<file path="config.mk">
export PLATFORM = sky130hd
export DESIGN_NAME = pmt_version_change_table_top
export DESIGN_NICKNAME = d
export VERILOG_FILES = /design/src/hw/rtl/pvct_pkg.sv /design/src/hw/rtl/pvct_ram.sv /design/src/hw/rtl/pvct_scan.sv /design/src/hw/rtl/pmt_version_change_table_top.sv
export SDC_FILE = /design/constraint.sdc
export NUM_CORES = 2
export LEC_CHECK = 0
export BUFFER_PORTS_ARGS = -buffer_cell sky130_fd_sc_hd__buf_2
export CAP_MARGIN = 0
export CORE_MARGIN = 1
export CORE_UTILIZATION = 40
export CTS_CLUSTER_SIZE = 25
export DETAILED_ROUTE_END_ITERATION = 16
export SLEW_MARGIN = 20
export SYNTH_ARGS = -nofsm -noshare
export SYNTH_HDL_FRONTEND = slang
export SYNTH_SLANG_ARGS = --single-unit
</file>
<file path="constraint.sdc">
create_clock -name clk -period 8.5 [get_ports clk]
set_input_delay 0.85 -clock clk [delete_from_list [all_inputs] [get_ports clk]]
set_output_delay 0.85 -clock clk [all_outputs]
set_load 0.01 [all_outputs]
</file>
<file path="src/hw/rtl/pvct_pkg.sv">
// Shared constants and types for the program map table version tracker.
package pvct_pkg;

    localparam int TABLE_ENTRIES = 64;
    localparam int PID_W = 13;
    localparam int SID_W = 16;
    localparam int VER_W = 5;
    localparam int KEY_W = PID_W + SID_W;
    localparam int WORD_W = KEY_W + VER_W;
    localparam int IDX_W = (TABLE_ENTRIES > 1) ? $clog2(TABLE_ENTRIES) : 1;
    localparam int CNT_W = $clog2(TABLE_ENTRIES + 1);

    localparam logic OP_CHECK = 1'b0;
    localparam logic OP_CLEAR = 1'b1;

    // Result handed from the scan controller to the output register.
    typedef struct packed {
        logic valid;
        logic changed;
    } pvct_res_t;

endpackage

</file>
<file path="src/hw/rtl/pvct_ram.sv">
// Generic single-write, single-read RAM with registered read data.
module pvct_ram #(
    parameter int WIDTH = 8,
    parameter int DEPTH = 16
) (
    input  logic                                          clk,
    input  logic                                          we,
    input  logic [((DEPTH > 1) ? $clog2(DEPTH) : 1)-1:0] waddr,
    input  logic [WIDTH-1:0]                              wdata,
    input  logic [((DEPTH > 1) ? $clog2(DEPTH) : 1)-1:0] raddr,
    output logic [WIDTH-1:0]                              rdata
);

    logic [WIDTH-1:0] mem [DEPTH];

    always_ff @(posedge clk)
    begin
        if (we)
        begin
            mem[waddr] <= wdata;
        end
        rdata <= mem[raddr];
    end

endmodule

</file>
<file path="src/hw/rtl/pvct_scan.sv">
// Scan controller: linear search over the entry RAM, version update, append and clear.
module pvct_scan (
    input  logic                          clk,
    input  logic                          rst_n,
    input  logic                          in_valid,
    output logic                          in_stall,
    input  logic                          operation,
    input  logic [pvct_pkg::PID_W-1:0]    table_pid,
    input  logic [pvct_pkg::SID_W-1:0]    service_id,
    input  logic [pvct_pkg::VER_W-1:0]    table_version,
    output pvct_pkg::pvct_res_t           res,
    input  logic                          res_take
);
    import pvct_pkg::*;

    typedef enum logic [1:0] {
        ST_IDLE,
        ST_SCAN,
        ST_DONE
    } state_t;

    state_t             state_reg, state_next;
    logic [CNT_W-1:0]   count_reg, count_next;
    logic [IDX_W-1:0]   idx_reg, idx_next;
    logic [KEY_W-1:0]   key_reg, key_next;
    logic [VER_W-1:0]   ver_reg, ver_next;
    logic               changed_reg, changed_next;

    logic               in_accept;
    logic [KEY_W-1:0]   in_key;
    logic               mem_we;
    logic [IDX_W-1:0]   mem_waddr;
    logic [WORD_W-1:0]  mem_wdata;
    logic [IDX_W-1:0]   mem_raddr;
    logic [WORD_W-1:0]  mem_rdata;
    logic [KEY_W-1:0]   rd_key;
    logic [VER_W-1:0]   rd_ver;
    logic               hit;
    logic               last;
    logic               full;

    assign in_stall  = (state_reg != ST_IDLE);
    assign in_accept = in_valid && !in_stall;
    assign in_key    = {service_id, table_pid};
    assign rd_key    = mem_rdata[WORD_W-1:VER_W];
    assign rd_ver    = mem_rdata[VER_W-1:0];
    assign hit       = (rd_key == key_reg);
    assign last      = ((CNT_W'(idx_reg) + CNT_W'(1)) == count_reg);
    assign full      = (count_reg == CNT_W'(TABLE_ENTRIES));

    assign res.valid   = (state_reg == ST_DONE);
    assign res.changed = changed_reg;

    pvct_ram #(
        .WIDTH (WORD_W),
        .DEPTH (TABLE_ENTRIES)
    ) u_ram (
        .clk   (clk),
        .we    (mem_we),
        .waddr (mem_waddr),
        .wdata (mem_wdata),
        .raddr (mem_raddr),
        .rdata (mem_rdata)
    );

    always_comb
    begin
        state_next   = state_reg;
        count_next   = count_reg;
        idx_next     = idx_reg;
        key_next     = key_reg;
        ver_next     = ver_reg;
        changed_next = changed_reg;
        mem_we       = 1'b0;
        mem_waddr    = count_reg[IDX_W-1:0];
        mem_wdata    = {key_reg, ver_reg};
        // data for idx_reg arrives now; fetch the following entry meanwhile
        mem_raddr    = (state_reg == ST_SCAN) ? IDX_W'(idx_reg + IDX_W'(1)) : '0;

        case (state_reg)
            ST_IDLE:
            begin
                if (in_accept)
                begin
                    key_next = in_key;
                    ver_next = table_version;
                    idx_next = '0;
                    if (operation == OP_CLEAR)
                    begin
                        count_next   = '0;
                        changed_next = 1'b0;
                        state_next   = ST_DONE;
                    end
                    else if (count_reg == '0)
                    begin
                        mem_we       = 1'b1;
                        mem_waddr    = '0;
                        mem_wdata    = {in_key, table_version};
                        count_next   = CNT_W'(1);
                        changed_next = 1'b1;
                        state_next   = ST_DONE;
                    end
                    else
                    begin
                        state_next = ST_SCAN;
                    end
                end
            end
            ST_SCAN:
            begin
                if (hit)
                begin
                    changed_next = (rd_ver != ver_reg);
                    mem_we       = (rd_ver != ver_reg);
                    mem_waddr    = idx_reg;
                    state_next   = ST_DONE;
                end
                else if (last)
                begin
                    // unknown key: append if there is room, report changed either way
                    changed_next = 1'b1;
                    if (!full)
                    begin
                        mem_we     = 1'b1;
                        count_next = count_reg + CNT_W'(1);
                    end
                    state_next = ST_DONE;
                end
                else
                begin
                    idx_next = idx_reg + IDX_W'(1);
                end
            end
            ST_DONE:
            begin
                if (res_take)
                begin
                    state_next = ST_IDLE;
                end
            end
            default:
            begin
                state_next = ST_IDLE;
            end
        endcase
    end

    always_ff @(posedge clk or negedge rst_n)
    begin
        if (!rst_n)
        begin
            state_reg   <= ST_IDLE;
            count_reg   <= '0;
            idx_reg     <= '0;
            changed_reg <= 1'b0;
            key_reg     <= '0;
            ver_reg     <= '0;
        end
        else
        begin
            state_reg   <= state_next;
            count_reg   <= count_next;
            idx_reg     <= idx_next;
            changed_reg <= changed_next;
            key_reg     <= key_next;
            ver_reg     <= ver_next;
        end
    end

    a_count_bound: assert property (@(posedge clk) disable iff (!rst_n)
        count_reg <= CNT_W'(TABLE_ENTRIES))
        else $error("entry count above table size");

    a_scan_in_range: assert property (@(posedge clk) disable iff (!rst_n)
        (state_reg == ST_SCAN) |-> (CNT_W'(idx_reg) < count_reg))
        else $error("scan index past filled entries");

    a_clear_empties: assert property (@(posedge clk) disable iff (!rst_n)
        (in_accept && operation == OP_CLEAR) |=> (count_reg == '0 && !changed_reg))
        else $error("clear did not empty the table");

    a_count_step: assert property (@(posedge clk) disable iff (!rst_n)
        (state_reg != ST_IDLE && $past(state_reg) != ST_IDLE) |->
            (count_reg == $past(count_reg) || count_reg == $past(count_reg) + CNT_W'(1)))
        else $error("entry count moved by more than one");

endmodule

</file>
<file path="src/hw/rtl/pmt_version_change_table_top.sv">
// Top level of the program map table version tracker: scan controller and result register.
//
//  channel  | handshake           | payload
//  ---------+---------------------+---------------------------------------------------
//  input    | in_valid / in_stall | operation, table_pid, service_id, table_version
//  output   | out_valid/out_stall | changed
//
// A check scans the entry RAM one entry per cycle, comparing at most TABLE_ENTRIES
// entries; a clear or a check on an empty table skips the scan.
// Reset empties the table (fill count only; RAM contents are not cleared).
// A new transaction is taken while the last result waits in the output register;
// the controller holds its finished result until that register frees up.
module pmt_version_change_table_top (
    input  logic                          clk,
    input  logic                          rst_n,
    input  logic                          in_valid,
    output logic                          in_stall,
    input  logic                          operation,
    input  logic [pvct_pkg::PID_W-1:0]    table_pid,
    input  logic [pvct_pkg::SID_W-1:0]    service_id,
    input  logic [pvct_pkg::VER_W-1:0]    table_version,
    output logic                          out_valid,
    input  logic                          out_stall,
    output logic                          changed
);
    import pvct_pkg::*;

    pvct_res_t  res;
    logic       res_take;
    logic       out_valid_reg, out_valid_next;
    logic       changed_reg, changed_next;

    pvct_scan u_scan (
        .clk           (clk),
        .rst_n         (rst_n),
        .in_valid      (in_valid),
        .in_stall      (in_stall),
        .operation     (operation),
        .table_pid     (table_pid),
        .service_id    (service_id),
        .table_version (table_version),
        .res           (res),
        .res_take      (res_take)
    );

    assign res_take = res.valid && (!out_valid_reg || !out_stall);

    always_comb
    begin
        out_valid_next = out_valid_reg;
        changed_next   = changed_reg;
        if (res_take)
        begin
            out_valid_next = 1'b1;
            changed_next   = res.changed;
        end
        else if (!out_stall)
        begin
            out_valid_next = 1'b0;
        end
    end

    always_ff @(posedge clk or negedge rst_n)
    begin
        if (!rst_n)
        begin
            out_valid_reg <= 1'b0;
        end
        else
        begin
            out_valid_reg <= out_valid_next;
        end
    end

    always_ff @(posedge clk)
    begin
        changed_reg <= changed_next;
    end

    assign out_valid = out_valid_reg;
    assign changed   = changed_reg;

endmodule
</file>
==> summary.md <==
| Metric | Value |
|---|---|
| Die outline width | 474.7 um |
| Critical path endpoint category | flip-flop |
| Total overflow reported by the global router | 0 |
| Sum of buffers and inverters on the critical path | 2 |
| Slack of the critical path | 2.799 ns |
| Remaining number of nets flagged by the antenna check after routing | 0 |
| Number of clock sinks | 2,262 |
| Per-cell via count in the routed design | 6.082 |
| Post-synth EDFFs | 2,177 |
| Vias in the first global route | 52,287 |
| Worst Setup SP | u_scan.idx_reg[0]$_DFFE_PN0P_ |
| Largest clock skew in the final design | 0.04377 ns |
| Levels on crit path | 10 |
| Final design instance area without fill | 100,700 um^2 |
| CTS resizes | 0 |
| Reg-to-Reg Start | u_scan.idx_reg[0]$_DFFE_PN0P_ |
| Average routed wire per standard cell | 29.74 um |
| Maximum number of pins on one net before global-route repair | 161 |
| Final setup violation count | 0 |
| Boundary pin count | 42 |
| Most frequent standard cell in the layout excluding fill and tap cells | sky130_fd_sc_hd__edfxtp_1 |
| Endpoint arrival time on the critical path | 6.42 ns |
| Maximum resistive drop on vdd | 0.0003020 V |
| Hold Crit Class | in2async |
| Share of the clock period used by the worst path after layout | 67.07% |
| Clock latency reported for the late side of the worst-skew pair | 0.89 ns |
| Syn Std Cell Area | 89,360 um^2 |
| Post-detailed-placement cell area | 93,560 um^2 |
| Number of synthesis warnings | 0 |
| Util after Layout | 45.35% |
| Internal power | 21.41 mW |
| Sequence of cells on the critical path | ha_4 -> xor2_4 -> buf_12 -> buf_4 -> mux2_2 -> o221ai_1 -> a21oi_1 -> a2bb2oi_1 -> nand3_1 -> a221oi_1 |
| Placeable core region | 222,100 um^2 |
| Count of hold buffers inserted by post-cts repair | 0 |
| Gate count after technology mapping | 5,905 |
| Post-placement worst setup slack | 2.936 ns |
| DRC | 0 |
| Post-synthesis async set-or-reset flop share | 2.255% |
| Net Sw Frac | 31.39% |
| Chip height | 474.7 um |
| Total design power | 31.21 mW |
| Standard cell with the maximum stage delay on the critical path | sky130_fd_sc_hd__buf_4 |
| Top library cells by usage in the layout, fill and taps aside | 2,177 x sky130_fd_sc_hd__edfxtp_1, 830 x sky130_fd_sc_hd__nand2_1, 226 x sky130_fd_sc_hd__nand3_1 |
| Die area | 225,300 um^2 |
| Crit-path max FO | 122 |
| Relative area change from synthesis to final layout | 12.72% |
| Gp weighted congestion | 0.8695 |
| Reg power frac | 46.6% |
| Distinct cells, synth | 82 |
| Number of nets in the layout | 5,949 |
| Vias after detailed routing | 55,190 |
| Placed instance count | 8,664 |
| Floorplan row count | 173 |
| TNS Setup | 0 ns |
| Final Hold Violating Endpoints | 0 |
| Maximum operating frequency | 175.4 MHz |
| Proportion of layout cells with a drive suffix above 1 | 12.85% |
| Power share of the clock group | 31.0% |
| Antenna violations before repair | 15 |
| Fin crit period | 5.701 ns |
| Reg clk slew, reported paths | 0.06 ns |
| RSZ-0062 raised after global routing | false |
| Post-Route Hold Slack | 0.1244 ns |
| Final cell count without fillers | 9,074 |
| Number of synthesized register bits | 2,262 |
| Flip-flop count of the largest register, all copies and words added | 2,176 |
| Required @ worst endpoint | 9.21 ns |
| Pwr/cell area | 309.8 nW/um^2 |
| Final Max Slew Viols | 0 |
| Net load switching power | 9.795 mW |
| HPWL after detailed placement | 145,200 um |
| I/O Buffers | 41 |
| Run status | finished clean |
| Max-cap check violation count | 0 |
| Leading register cell type out of synthesis | sky130_fd_sc_hd__edfxtp_1 |
| Clock tree from TritonCTS | yes |
| Master cell of the clock root buffer | sky130_fd_sc_hd__clkbuf_16 |
| Cell family with most CP delay | compound AO/OA/AOI/OAI gates |
| Synth Area per Inst | 15.13 um^2 |
| Combinational share of power | 22.4% |
| Max stage delay on crit path | 0.82 ns |
| Leakage power total | 31.67 nW |
| Post-CTS Setup Bufs | 0 |
| H-tree depth | 4 |
| Number of DRC markers after the initial detailed-route iteration | 7,118 |
| Reg2reg path depth | 10 |
| Maximum root-to-sink buffer count | 3 |
| Tot GR Track Use | 23.54% |
| Number of buffers added by the clock tree synthesis step | 216 |
| Initial core utilization | 40.24% |
| Critical path type | reg2reg |
| Critical Path Source Type | flip-flop |
| Routed wire length | 269,900 um |
| Worst-margin pin slew | 1.254 ns |
| Share of synthesized area occupied by flip-flops and latches | 75.35% |
| Remaining max-slew budget at the tightest pin | 16.41% |
| Net count after synthesis | 5,947 |
| First-pass GRT wire length | 383,000 um |
| Number of optimization iterations in the first detailed-route pass | 6 |
cell families after synthesis:
| family | after synthesis | synth area share, % |
|---|---|---|
| buffers and inverters | 448 | 2.186 |
| AND/OR/NAND/NOR | 1647 | 8.267 |
| AO/OA/AOI/OAI | 1199 | 9.447 |
| multiplexers | 300 | 4.195 |
| adder cells (fa/ha/maj) | 3 | 0.04201 |
| XOR/XNOR | 46 | 0.5167 |
| flip-flops | 2262 | 75.35 |
path summary, 6_finish.rpt:
check                           slack [ns]                        endpoint
worst max-delay path                  2.80  u_scan.u_ram.rdata[23]$_DFF_P_
worst min-delay path                  0.12  u_scan.key_reg[18]$_DFFE_PN0P_
worst max register to register        2.80  u_scan.u_ram.rdata[23]$_DFF_P_
worst min register to register        0.56  u_scan.key_reg[27]$_DFFE_PN0P_
max in group asynchronous             7.78   u_scan.idx_reg[0]$_DFFE_PN0P_
min in group clk                      0.21   u_scan.ver_reg[0]$_DFFE_PN0P_
Yosys cell counts, types with 58 or more instances:
cell type                  count  share of area (%)
sky130_fd_sc_hd__a211oi_1    112               0.94
sky130_fd_sc_hd__a21oi_1     135               0.76
sky130_fd_sc_hd__a31oi_1     140               0.98
sky130_fd_sc_hd__and3_1      102               0.71
sky130_fd_sc_hd__buf_1        58               0.24
sky130_fd_sc_hd__buf_2       157               0.88
sky130_fd_sc_hd__clkbuf_1    205               0.86
sky130_fd_sc_hd__edfxtp_1   2177                 73
sky130_fd_sc_hd__mux2_2       92                1.2
sky130_fd_sc_hd__mux2i_1     157                1.8
sky130_fd_sc_hd__nand2_1     832                3.5
sky130_fd_sc_hd__nand3_1     228                1.3
sky130_fd_sc_hd__nor2_1      183               0.77
sky130_fd_sc_hd__nor3_1      154               0.86
sky130_fd_sc_hd__o21ai_0     152               0.85
sky130_fd_sc_hd__o221ai_1    147                1.4
sky130_fd_sc_hd__o22ai_1     177                1.2
power by group through the flow:
| stage | clock [mW] | sequential (mW) | combinational [mW] |
|---|---|---|---|
| after floorplan | 0 | 14.7 | 3.98 |
| after global placement | 0 | 14.7 | 6.77 |
| after detailed placement | 0 | 14.8 | 6.88 |
| after CTS | 9.76 | 14.5 | 6.89 |
| after global routing | 10.2 | 14.5 | 7.35 |
| final | 9.67 | 14.5 | 7.00 |
area by class of cell:
cell class	instances	area, um^2
Sequential cell	2262	67330
Fill cell	19378	121400
Clock inverter	135	1411
Clock buffer	271	5714
Tap cell	2975	3722
Antenna cell	4	10.01
Timing Repair Buffer	223	1744
Multi-Input combinational cell	3195	20750
Inverter	9	41.29
per-layer routing:
layer / global-route usage, % / up-vias / share of wire, %
li1: - / 23258 / -
met1: 32.96 / 28390 / 41
met4: 7.177 / 6 / 2.9
met3: 4.605 / 440 / 10
met5: 0 / - / 0.014
met2: 37.00 / 3096 / 46
Note: power is estimated with default switching activity, not from simulation.
